[src/rtl/core/rcfs_pkg.sv]
// ----------------------------------------------------------------------------
// rcfs_pkg
// Types and constants for the 18-byte remote-control frame decoder.
// ----------------------------------------------------------------------------
package rcfs_pkg;

  // Frame geometry
  localparam int FRAME_BYTES = 18;
  // Only the first FRAME_BYTES-1 bytes are stored; the last one is the incoming byte
  localparam int WIN_DEPTH   = FRAME_BYTES - 1;
  localparam int FILL_W      = $clog2(FRAME_BYTES);

  // Field widths
  localparam int CHAN_W  = 11;
  localparam int SW_W    = 2;
  localparam int WORD_W  = 16;

  // Configuration port
  localparam int APB_ADDR_W = 3;
  localparam int APB_DATA_W = 32;

  // Register reset values
  localparam logic [CHAN_W-1:0] CHANNEL_MIN_RST = 11'd364;
  localparam logic [CHAN_W-1:0] CHANNEL_MAX_RST = 11'd1684;

  // Fill level at which the incoming byte completes a frame
  localparam logic [FILL_W-1:0] FILL_LAST = FILL_W'(WIN_DEPTH);

  typedef logic [7:0]        byte_t;
  typedef logic [CHAN_W-1:0] chan_t;
  typedef logic [SW_W-1:0]   sw_t;
  typedef logic [FILL_W-1:0] fill_t;

  // Register index, taken from byte address bit 2
  typedef enum logic [0:0] {
    REG_CHANNEL_MIN = 1'b0,
    REG_CHANNEL_MAX = 1'b1
  } reg_idx_t;

endpackage

[src/rtl/core/rc_receiver_frame_sync_decode_top.sv]
// ----------------------------------------------------------------------------
// rc_receiver_frame_sync_decode_top
// Remote-control receiver frame sync and decode: collects serial bytes into
// an 18-byte window, checks each full window and decodes passing frames.
// ----------------------------------------------------------------------------
//
//  channel  | handshake           | payload
//  ---------+---------------------+-------------------------------------------
//  input    | in_valid/in_ready   | in_rx_byte
//  result   | out_valid/out_ready | out_chan0..4, switches, mouse, key_mask
//  config   | psel/penable/...    | paddr, pwdata, prdata (0x0 min, 0x4 max)
//
//  One byte is taken every cycle while in_ready is high; a result appears in
//  the cycle after the byte that completes a passing frame.
//  The window and the frame check sit in front of a single result register.
//  in_ready drops only while a result waits in that register and out_ready
//  is low. Reset (synchronous, rst_n low) empties the window, clears the
//  result valid flag and restores the channel limits.
// ----------------------------------------------------------------------------
module rc_receiver_frame_sync_decode_top (
  input  logic                                clk,
  input  logic                                rst_n,
  // Input channel
  input  logic                                in_valid,
  output logic                                in_ready,
  input  logic [7:0]                          in_rx_byte,
  // Result channel
  output logic                                out_valid,
  input  logic                                out_ready,
  output logic [rcfs_pkg::CHAN_W-1:0]         out_chan0,
  output logic [rcfs_pkg::CHAN_W-1:0]         out_chan1,
  output logic [rcfs_pkg::CHAN_W-1:0]         out_chan2,
  output logic [rcfs_pkg::CHAN_W-1:0]         out_chan3,
  output logic [rcfs_pkg::CHAN_W-1:0]         out_chan4,
  output logic [rcfs_pkg::SW_W-1:0]           out_switch_left,
  output logic [rcfs_pkg::SW_W-1:0]           out_switch_right,
  output logic signed [rcfs_pkg::WORD_W-1:0]  out_mouse_x,
  output logic signed [rcfs_pkg::WORD_W-1:0]  out_mouse_y,
  output logic signed [rcfs_pkg::WORD_W-1:0]  out_mouse_z,
  output logic [rcfs_pkg::WORD_W-1:0]         out_mouse_buttons,
  output logic [rcfs_pkg::WORD_W-1:0]         out_key_mask,
  // Configuration port
  input  logic                                psel,
  input  logic                                penable,
  input  logic                                pwrite,
  input  logic [rcfs_pkg::APB_ADDR_W-1:0]     paddr,
  input  logic [rcfs_pkg::APB_DATA_W-1:0]     pwdata,
  output logic [rcfs_pkg::APB_DATA_W-1:0]     prdata,
  output logic                                pready
);

  // Configuration registers
  rcfs_pkg::chan_t    channel_min_r;
  rcfs_pkg::chan_t    channel_max_r;
  rcfs_pkg::reg_idx_t reg_sel;
  logic               cfg_wr;

  // Window storage and fill count
  rcfs_pkg::byte_t    win_r   [rcfs_pkg::WIN_DEPTH];
  rcfs_pkg::byte_t    win_nxt [rcfs_pkg::WIN_DEPTH];
  rcfs_pkg::fill_t    fill_r;
  rcfs_pkg::fill_t    fill_nxt;

  // Frame check and result register control
  logic               in_acc;
  logic               frame_full;
  logic               frame_ok;
  logic               res_load;
  logic               out_valid_r;
  logic               out_valid_nxt;
  rcfs_pkg::chan_t    chan0_c;
  rcfs_pkg::sw_t      sw_left_c;
  rcfs_pkg::sw_t      sw_right_c;

  // ------------------------------------------------------------------
  // Configuration port
  // ------------------------------------------------------------------
  assign pready  = 1'b1;
  assign cfg_wr  = psel & penable & pwrite & pready;
  assign reg_sel = rcfs_pkg::reg_idx_t'(paddr[2]);

  always_ff @(posedge clk) begin
    if (!rst_n) begin
      channel_min_r <= rcfs_pkg::CHANNEL_MIN_RST;
      channel_max_r <= rcfs_pkg::CHANNEL_MAX_RST;
    end else if (cfg_wr) begin
      case (reg_sel)
        rcfs_pkg::REG_CHANNEL_MIN: channel_min_r <= pwdata[rcfs_pkg::CHAN_W-1:0];
        rcfs_pkg::REG_CHANNEL_MAX: channel_max_r <= pwdata[rcfs_pkg::CHAN_W-1:0];
        default: ;
      endcase
    end
  end

  // Read back the selected limit, zero-extended
  always_comb begin
    case (reg_sel)
      rcfs_pkg::REG_CHANNEL_MIN:
        prdata = rcfs_pkg::APB_DATA_W'(channel_min_r);
      rcfs_pkg::REG_CHANNEL_MAX:
        prdata = rcfs_pkg::APB_DATA_W'(channel_max_r);
      default:
        prdata = '0;
    endcase
  end

  // ------------------------------------------------------------------
  // Frame check: the incoming byte completes the frame when 17 are held.
  // Channel 0 and the switches come from stored bytes only.
  // ------------------------------------------------------------------
  assign in_ready   = !out_valid_r || out_ready;
  assign in_acc     = in_valid && in_ready;
  assign frame_full = (fill_r == rcfs_pkg::FILL_LAST);

  assign chan0_c    = {win_r[1][2:0], win_r[0]};
  assign sw_left_c  = win_r[5][5:4];
  assign sw_right_c = win_r[5][7:6];

  assign frame_ok = (chan0_c >= channel_min_r) && (chan0_c <= channel_max_r) &&
                    (sw_left_c != '0) && (sw_right_c != '0);

  assign res_load = in_acc && frame_full && frame_ok;

  // ------------------------------------------------------------------
  // Window update: append, empty on a good frame, slide on a bad one
  // ------------------------------------------------------------------
  always_comb begin
    win_nxt  = win_r;
    fill_nxt = fill_r;
    if (in_acc) begin
      if (!frame_full) begin
        win_nxt[fill_r] = in_rx_byte;
        fill_nxt        = fill_r + 1'b1;
      end else if (frame_ok) begin
        fill_nxt = '0;
      end else begin
        // drop the oldest byte, the incoming one becomes the newest stored
        for (int j = 0; j < rcfs_pkg::WIN_DEPTH - 1; j++) begin
          win_nxt[j] = win_r[j+1];
        end
        win_nxt[rcfs_pkg::WIN_DEPTH-1] = in_rx_byte;
        fill_nxt = rcfs_pkg::FILL_LAST;
      end
    end
  end

  always_ff @(posedge clk) begin
    if (!rst_n) begin
      fill_r <= '0;
    end else begin
      fill_r <= fill_nxt;
    end
  end

  always_ff @(posedge clk) begin
    win_r <= win_nxt;
  end

  // ------------------------------------------------------------------
  // Result register: load on a passing frame, hold while stalled
  // ------------------------------------------------------------------
  always_comb begin
    if (res_load) begin
      out_valid_nxt = 1'b1;
    end else if (out_ready) begin
      out_valid_nxt = 1'b0;
    end else begin
      out_valid_nxt = out_valid_r;
    end
  end

  always_ff @(posedge clk) begin
    if (!rst_n) begin
      out_valid_r <= 1'b0;
    end else begin
      out_valid_r <= out_valid_nxt;
    end
  end

  // Decode the frame; byte 17 is the incoming byte
  always_ff @(posedge clk) begin
    if (res_load) begin
      out_chan0         <= chan0_c;
      out_chan1         <= {win_r[2][5:0], win_r[1][7:3]};
      out_chan2         <= {win_r[4][0], win_r[3], win_r[2][7:6]};
      out_chan3         <= {win_r[5][3:0], win_r[4][7:1]};
      out_chan4         <= {in_rx_byte[2:0], win_r[16]};
      out_switch_left   <= sw_left_c;
      out_switch_right  <= sw_right_c;
      out_mouse_x       <= $signed({win_r[7], win_r[6]});
      out_mouse_y       <= $signed({win_r[9], win_r[8]});
      out_mouse_z       <= $signed({win_r[11], win_r[10]});
      out_mouse_buttons <= {win_r[13], win_r[12]};
      out_key_mask      <= {win_r[15], win_r[14]};
    end
  end

  assign out_valid = out_valid_r;

endmodule

[config.mk]
export PLATFORM = sky130hd
export DESIGN_NAME = rc_receiver_frame_sync_decode_top
export DESIGN_NICKNAME = d
export VERILOG_FILES = /design/src/rtl/core/rcfs_pkg.sv /design/src/rtl/core/rc_receiver_frame_sync_decode_top.sv
export SDC_FILE = /design/constraint.sdc
export NUM_CORES = 1
export LEC_CHECK = 0
export ABC_AREA = 0
export BUFFER_PORTS_ARGS = -buffer_cell sky130_fd_sc_hd__buf_4
export CAP_MARGIN = 20
export CORE_UTILIZATION = 39
export DETAILED_ROUTE_END_ITERATION = 16
export PLACE_DENSITY = 0.68
export SYNTH_ARGS = -nofsm -noshare
export SYNTH_HDL_FRONTEND = slang
export SYNTH_SLANG_ARGS = --single-unit
[constraint.sdc]
create_clock -name clk -period 6.5 [get_ports clk]
set_clock_uncertainty 0.2 [all_clocks]
set_input_delay 0.325 -clock clk [delete_from_list [all_inputs] [get_ports clk]]
set_output_delay 0.325 -clock clk [all_outputs]
set_load 0.1 [all_outputs]
### Word level (Yosys, flattened, before mapping)

Index checks and enable logic that the tools add are counted.

| word-level totals | value |
|---|---|
| output and inout bits | 174 |
| bits in registers | 303 |
| logic and storage cells | 69 |
| input port bits | 50 |

| cells by class | value |
|---|---|
| bitwise operators | 4 |
| add/sub/neg operators | 1 |
| eq/ne operators | 2 |
| $lt $le $gt $ge | 4 |
| reduce and logical (&&, ||, !) cells | 15 |
| multiplexer cells | 10 |

Operator list:

| operator | count |
|---|---|
| $mux 136 | 2 |
| $bwmux 136 | 1 |
| $pmux 32 s2 | 1 |
| $demux 8 s5 | 1 |
| $ge 11x11->1 | 1 |
| $le 11x11->1 | 1 |
| $mux 5 | 2 |
| $mux 8 | 1 |
| $logic_and 1x1->1 | 7 |
| $ge 6x6->1 const B | 1 |
| $lt 6x1->1 const B | 1 |
| $not 5->6 | 1 |
| $reduce_and 2->1 | 3 |
| $reduce_bool 2->1 | 3 |
| $add 5x1->5 const B | 1 |
| $eq 5x5->1 const B | 1 |
| $and 1x1->1 | 2 |
| $mux 1 | 2 |
| $ne 2x2->1 const B | 1 |
| $logic_not 1->1 | 1 |
| $logic_or 1x1->1 | 1 |
| $not 1->1 | 1 |

### Longest topological paths before layout

Gate-level depths: netlist of run 1.

| depth | value |
|---|---|
| depth in word-level cells | 7 |
| gate-level depth with buffers | 9 |
| depth with buffers taken out | 7 |

### Least setup slack after synthesis of run 1

OpenSTA, ideal clock, no wires.

| path | value |
|---|---|
| kind | reg-to-reg |
| start point | register out_valid_r (netlist: out_valid) |
| end point | register out_chan0[0] (netlist name) (enable) |
| library setup time | 0.514 ns |
| cell stages (with the launch flop) | 5 |
| path buffers | 1 |
| arrival | 5.256 ns |
| period minus slack after synthesis | 5.970 ns |
| data required time | 5.786 ns |
| setup slack | 0.530 ns |
| path through | dfxtp_1 > nand2b_1 > and2_0 > clkbuf_1 > and2_1 |

| between the ends | value |
|---|---|
| word-level cells in the longest chain between the ends | 5 |

RTL lines:

| item | RTL line | source |
|---|---|---|
| start, declared | rc_receiver_frame_sync_decode_top.sv:69 | `logic out_valid_r;` |
| start signal, assigned | rc_receiver_frame_sync_decode_top.sv:176 | `out_valid_r <= out_valid_nxt;` |
| $logic_not 1->1 | rc_receiver_frame_sync_decode_top.sv:111 | `assign in_ready = !out_valid_r \|\| out_ready;` |
| $logic_or 1x1->1 | rc_receiver_frame_sync_decode_top.sv:111 |  |
| via in_ready | rc_receiver_frame_sync_decode_top.sv:25 | `output logic in_ready,` |
| $logic_and 1x1->1 | rc_receiver_frame_sync_decode_top.sv:112 | `assign in_acc = in_valid && in_ready;` |
| $logic_and 1x1->1 (2 in a row) | rc_receiver_frame_sync_decode_top.sv:122 | `assign res_load = in_acc && frame_full && frame_ok;` |
| end signal, assigned | rc_receiver_frame_sync_decode_top.sv:183 | `out_chan0 <= chan0_c;` |
| end, declared | rc_receiver_frame_sync_decode_top.sv:30 | `output logic [rcfs_pkg::CHAN_W-1:0] out_chan0,` |

The timed path passes the listed nets, and every way through them passes these cells.
A chain may end at the register's enable or synchronous reset.

### Worst setup path after layout of run 1

| path | value |
|---|---|
| start point | register fill_r[1] |
| end point | register out_chan0[6] (netlist name) (enable) |

| between the ends | value |
|---|---|
| word-level cells in the longest chain between the ends | 3 |

RTL lines:

| item | RTL line | source |
|---|---|---|
| start, declared | rc_receiver_frame_sync_decode_top.sv:61 | `rcfs_pkg::fill_t fill_r;` |
| start signal, assigned | rc_receiver_frame_sync_decode_top.sv:151 | `fill_r <= fill_nxt;` |
| $eq 5x5->1 | rc_receiver_frame_sync_decode_top.sv:113 | `assign frame_full = (fill_r == rcfs_pkg::FILL_LAST);` |
| $logic_and 1x1->1 (2 in a row) | rc_receiver_frame_sync_decode_top.sv:122 |  |

Every way passes these cells.

==> results of run 1 <==
-- cell families (layout without fill, tap and decap cells) --
kind of cell,count (synthesis),count (layout),synth area share [%]
DFF,303,303,74.4
adders and majority gates,26,26,2.74
AOI/OAI and AO/OA,187,187,12.6
and+or+nand+nor,143,143,5.70
xor gates and xnor gates,1,1,0.0739
buffers and inverters,104,301,4.19
other,2,22,0.0633
muxes,3,3,0.264
-- placed cells by master (no fill, tap or decap), drive strengths merged, types with 3 or more instances in the layout --
cell type    count
edfxtp         275
conb            22
o21ai           13
nand2           50
o211ai          13
bufinv           4
dlygate4sd3     24
a21oi           21
nand3            5
dfxtp           28
and3             6
clkinvlp         3
nor2            29
nor3            20
a21o             3
a22o           128
nand2b           4
and2            16
clkinv          13
nand4            6
ha              26
inv             25
clkbuf          41
buf            191
-- Yosys cell counts, types with 2 or more instances --
| cell type | number |
|---|---|
| and2_1 | 15 |
| a21o_1 | 3 |
| conb_1 | 2 |
| nand2_1 | 50 |
| a21oi_1 | 21 |
| mux2i_1 | 2 |
| nand3_1 | 5 |
| dfxtp_1 | 28 |
| o22ai_1 | 2 |
| edfxtp_1 | 275 |
| nor2_1 | 29 |
| inv_1 | 24 |
| ha_1 | 26 |
| buf_2 | 10 |
| nor3_1 | 20 |
| o211ai_1 | 13 |
| a22o_1 | 128 |
| buf_4 | 23 |
| buf_1 | 10 |
| o21ai_0 | 13 |
| clkbuf_1 | 35 |
| nand3b_1 | 2 |
| nor3b_1 | 2 |
| nand4_1 | 6 |
| nand2b_1 | 4 |
| and3_1 | 6 |
-- where the power goes --
group / internal, mW / leakage (nW) / switching (mW)
clock: 1.04 / 0.488 / 0.732
sequential: 2.11 / 2.74 / 0.0110
combinational: 0.0530 / 2.22 / 0.165
total: 3.21 / 5.45 / 0.907
-- worst register-to-register path, delay by kind of cell, from the launching register on --
family,cells,cell delay (ns)
AO/OA/AOI/OAI,2,0.38
adder cells (fa/ha/maj),1,0.31
buffers and inverters,3,0.88
flip-flops,1,0.34
AND/OR/NAND/NOR,3,1.34
-- path summary, 6_finish.rpt --
| check | from | end | slack [ns] | cells after the start |
|---|---|---|---|---|
| max | fill_r[1]$_SDFFE_PN0P_ | out_chan0[6]$_DFFE_PP_ | 2.60 | 9 |
| min reg2reg | win_r[100]$_DFFE_PP_ | out_chan3[3]$_DFFE_PP_ | 0.25 | 0 |
| min | in_rx_byte[4] | win_r[36]$_DFFE_PP_ | 0.09 | 2 |
| max reg2reg | fill_r[1]$_SDFFE_PN0P_ | out_chan0[6]$_DFFE_PP_ | 2.60 | 9 |
-- metal layers --
metal	vias up	GRT usage, %	part of all wire, %
li1	3306	-	-
met1	3500	22.2	41
met2	280	30.3	49
met3	40	4.33	7.9
met4	0	4.20	2.0
met5	-	0	0
-- stage by stage --
step | setup WS (ns) | std cells | utilization (%)
6_report | 2.60 | 1376 | 49.5
3_3_place_gp | 2.65 | 1285 | 45.1
2_1_floorplan | 0.530 | 789 | -
3_5_place_dp | 2.63 | 1287 | 45.1
4_1_cts | 2.60 | 1369 | 49.4
5_1_grt | 2.27 | 1376 | 49.5
-- registers in the layout (all words and copies together), names as in the netlist, 5 cells and up --
| register | flops |
|---|---|
| out_mouse_z | 16 |
| out_mouse_y | 16 |
| out_chan4 | 11 |
| fill_r | 5 |
| chan0_c | 11 |
| out_chan1 | 11 |
| win_r | 121 |
| out_chan3 | 11 |
| channel_min_r | 11 |
| out_key_mask | 16 |
| channel_max_r | 11 |
| out_chan2 | 11 |
| out_mouse_x | 16 |
| out_chan0 | 11 |
| out_mouse_buttons | 16 |
-- cell type report --
type / instances / area (um2)
well taps: 390 / 488
clock buffers: 38 / 802
inverters: 25 / 93.8
flip-flops and latches: 303 / 8820
fillers: 2511 / 15000
multi-input cells: 382 / 2630
repair buffers: 218 / 1700
clock inverters: 20 / 221
==> results.toml, run 1 <==
[status]
status = "complete, no violations"

[detailed_routing]
via_per_inst = 5.18
vias = 7126
detail-route-antenna-nets = 0
drc = 0
drt_first_iter_violations = 661
wl_um = 27900
wl_per_cell_um = 20.3
drt-pass1-iter-count = 5

[cts]
clock_latency_ns = 0.56
cts_setup_buffers = 0
clock_sinks = 303
htree_levels = 1
cts-root-buf = "clkbuf_16"
path_clk_slew_ns = 0.06
cts_buffers = 31
cts_tree = "built"
ctsResizeCount = 0
postCtsHoldBufs = 24
cts_max_path_buffers = 3

[timing]
finalHoldViolations = 0
fin_hold_ws_ns = 0.0914
final.setup.tns_ns = 0
worstMarginPinSlew_ns = 1.08
max-slew-margin-rel_pct = 27.6
min_period_over_period_pct = 59.9
period_minus_slack_ns = 3.90
maxSlewViolCount = 0
max_freq_mhz = 257
rsz0062_at_grt = "no"
setup_violations = 0

[synth]
yosysWarnings = 0
ys_seq_elements = 303
syn_avg_cell_area_um2 = 15.4
synth_edf_count = 275
async_flop_share_pct = 0
syn-cell-area_um2 = 11900
synth_top_cells_by_area = "edfxtp_1 (70%), a22o_1 (9.5%), dfxtp_1 (4.7%)"
synth-main-ff-cell = "edfxtp_1"
ys_types = 41
synth_top_cell_area_share_pct = 69.6
seq_area_frac_synth_pct = 74.4
netlist_instances = 769
yosysTopAreaCell = "edfxtp_1"

[die]
die_h_um = 176
start_util_pct = 39.8
die-area_um2 = 31100
rows = 63
fp.dieW_um = 176
core_um2 = 29800
num_io_pins = 224

[worst_setup_path]
crit_path_end_kind = "flip-flop"
path_max_fanout = 77
path_cells = "inv_1 > ha_1 > nand4bb_1 > nor3_1 > o211ai_1 > a32oi_2 > buf_4 > and2_4 > buf_12"
max_stage_delay_ns = 0.79
crit_path_start_kind = "flip-flop"
critical_path_required_ns = 6.50
critPathArrivalTime_ns = 3.89
critical_path_class = "flip-flop to flip-flop"
slowest_stage = "and2_4"
critPathTopFamily = "simple AND/OR/NAND/NOR gates"
cp.buffers_inverters = 3

[grt]
grt_pass1_wl_um = 41100
antenna_found_initial = 0
grt_overflow_total = 0
grt_max_degree = 82
grt_use_total_pct = 17.6
grt_pass1_vias = 6934

[placement]
io_buffers = 178
gp_congestion = 0.805
place_hpwl_um = 18300
placed_area_um2 = 13400

[final_layout]
diodes = 0
syn2layout_area_growth_pct = 24.4
drive_above_1_share_pct = 24.6
fin_area_um2 = 14800
final_nets = 1037

[power_and_ir_drop]
p_per_area_nw_per_um2 = 279
ir_drop_mv = 0.251
report.power.total_mw = 4.11
cellLeakagePower_nw = 5.45

[job]
maxCapViolCount = 0

[worst_hold_path]
hold_path.class = "input pin to flip-flop"
No activity file was read; power rests on OpenSTA's default activity.
==> inputs of run 2 (changes only) <==
- ABC_AREA: 0 -> 1
- PLACE_DENSITY: 0.68 -> 0.7
- clock period: 6.5 -> 3.5 ns (I/O delays scaled with it)
==> run 2 against run 1 <==
Effect of this change: clock power up 88%; register-to-register slack worse by 2.0 ns; utilization up 0.34 points; wire length down 2.4%; sequential share of layout area down 0.39 points; global-route usage down 0.12 points; via count up 7.1%; final cell count up 11%; critical path depth up 1; synthesized area up 0.16%; non-clock buffer count down 4; sequential cell count unchanged.
==> results.toml, run 2 <==
[status]
status = "complete, no violations"

[placement]
place_inst = 1445
dp_slack_ns = 0.592
placed_area_um2 = 13500
gp_congestion = 0.807
place_hpwl_um = 17900
io_buffers = 178

[detailed_routing]
detail-route-antenna-nets = 0
drt-pass1-iter-count = 5
vias = 7633
via_per_inst = 5.00
drt_first_iter_violations = 685
wl_um = 27300
drc = 0
wl_per_cell_um = 17.8

[synth]
synth_top_cells_by_area = "edfxtp_1 (70%), o21ai_0 (6.3%), nand2_1 (6.0%)"
ys_seq_elements = 303
yosysWarnings = 0
syn_avg_cell_area_um2 = 13.1
yosysTopAreaCell = "edfxtp_1"
yosysMostFrequentCell = "edfxtp_1"
ys_types = 34
syn-cell-area_um2 = 11900
synth_common_cells = "edfxtp_1 (275), nand2_1 (189), o21ai_0 (150), inv_1 (56), a21oi_1 (34)"
seq_area_frac_synth_pct = 74.3
async_flop_share_pct = 0
netlist_instances = 907
synth_top_cell_area_share_pct = 69.5
synth-main-ff-cell = "edfxtp_1"
synth_edf_count = 275

[worst_setup_path]
critPathArrivalTime_ns = 2.90
cpMostUsedCell = "nand2_1"
critical_path_class = "flip-flop to flip-flop"
r2r_cells = 10
reg2reg_from = "chan0_c[6]$_DFFE_PP_"
slowest_stage = "a21oi_1"
path_cells = "ha_1 > nand2_1 > inv_1 > a21oi_1 > nand2_1 > nand2_1 > nand2_1 > nand3_4 > nand2_4 > a21oi_1"
rrSetupSlack_ns = 0.58
max_stage_delay_ns = 0.67
crit_path_start_kind = "flip-flop"
crit_path_end_kind = "flip-flop"
critical_path_required_ns = 3.48
path_max_fanout = 16
rr_endpoint = "win_r[59]$_DFFE_PP_"

[worst_hold_path]
hold_depth = 3
hold_end = "win_r[4]$_DFFE_PP_"
hold_start = "in_rx_byte[4]"
hold_path.class = "input pin to flip-flop"

[final_layout]
diodes = 0
top_register = "win_r"
multi_input_area_um2 = 2590
layout_common_cells = "edfxtp_1 (275), nand2_1 (186), buf_4 (184), o21ai_0 (150), inv_1 (55)"
fillers = 2589
regArea_um2 = 8820
drive_above_1_share_pct = 22.5
postLayoutCoreUtil_pct = 49.8
final_nets = 1192
largest_reg_flops = 121
syn2layout_area_growth_pct = 25.1
final_common_cell = "edfxtp_1"
final_cells = 1528
fin_area_um2 = 14900

[timing]
rsz0062_at_grt = "no"
min_period_over_period_pct = 83.5
max-slew-margin-rel_pct = 39.0
period_minus_slack_ns = 2.92
finalHoldViolations = 0
worstMarginPinSlew_ns = 0.914
final.setup.tns_ns = 0
setup_slack_ns = 0.576
maxSlewViolCount = 0
setup_violations = 0
fin_hold_ws_ns = 0.0532
max_freq_mhz = 342

[die]
core_um2 = 29800
num_io_pins = 224
die-area_um2 = 31200
start_util_pct = 39.9
rows = 63
die_h_um = 177
fp.dieW_um = 177

[grt]
antenna_found_initial = 0
grt_max_degree = 90
grt_use_total_pct = 17.5
grt_pass1_vias = 7404
grt_overflow_total = 0
grt_pass1_wl_um = 41600

[power_and_ir_drop]
report.power.total_mw = 7.69
ir_drop_mv = 0.279
cellLeakagePower_nw = 5.78
p_per_area_nw_per_um2 = 518

[cts]
htree_levels = 1
cts_buffers = 31
postCtsHoldBufs = 28
clock_latency_ns = 0.55
cts_setup_buffers = 0
cts_max_path_buffers = 3
ctsResizeCount = 0
clock_sinks = 303
cts-root-buf = "clkbuf_16"
path_clk_slew_ns = 0.06
cts_tree = "built"

[job]
maxCapViolCount = 0
[run 2: critical path, delay by kind of cell (launching register included)]
family | cells | cell delay (ns)
simple gates | 6 | 0.72
compound gates | 2 | 0.82
flops | 1 | 0.43
fa+ha+maj | 1 | 0.31
buf+inv | 1 | 0.06
[run 2: logic make-up after synthesis]
kind of cell	count (synthesis)	share of synthesized area (%)
flops	303	74.3
simple gates	251	8.84
compound gates	207	9.14
buf+inv	116	4.81
fa+ha+maj	26	2.74
xor+xnor	2	0.148
other cells	2	0.0632
[run 2: final cells by class]
cell class	count	area share [%]
clock inverters	23	1.64
flip-flops and latches	303	59.4
inverters	58	1.50
repair buffers	214	11.5
well taps	390	3.29
multi-input cells	508	17.5
clock buffers	32	5.25
[run 2: how the worst max path moves through the flow]
stage                     startpoint                endpoint  slack, ns  cells after the start
6_report        chan0_c[6]$_DFFE_PP_     win_r[59]$_DFFE_PP_       0.58                     10
5_1_grt         chan0_c[6]$_DFFE_PP_     win_r[57]$_DFFE_PP_       0.39                     10
4_1_cts         chan0_c[6]$_DFFE_PP_     win_r[62]$_DFFE_PP_       0.58                     10
3_5_place_dp    chan0_c[6]$_DFFE_PP_     win_r[58]$_DFFE_PP_       0.59                     10
3_3_place_gp    chan0_c[6]$_DFFE_PP_     win_r[57]$_DFFE_PP_       0.70                     10
2_1_floorplan  chan0_c[10]$_DFFE_PP_  out_chan0[0]$_DFFE_PP_      -0.48                      9
[run 2: routing by layer]
| metal | share of wire (%) | GRT usage, % | vias to the layer above |
|---|---|---|---|
| li1 | - | - | 3576 |
| met5 | 0 | 0 | - |
| met1 | 42 | 22.6 | 3722 |
| met3 | 8.1 | 4.59 | 41 |
| met4 | 1.8 | 4.06 | 0 |
| met2 | 48 | 29.2 | 294 |
[run 2: power breakdown]
group / internal, mW / switching [mW] / total [mW]
clock network: 1.98 / 1.35 / 3.32
logic: 0.0998 / 0.325 / 0.425
registers: 3.93 / 0.0200 / 3.95
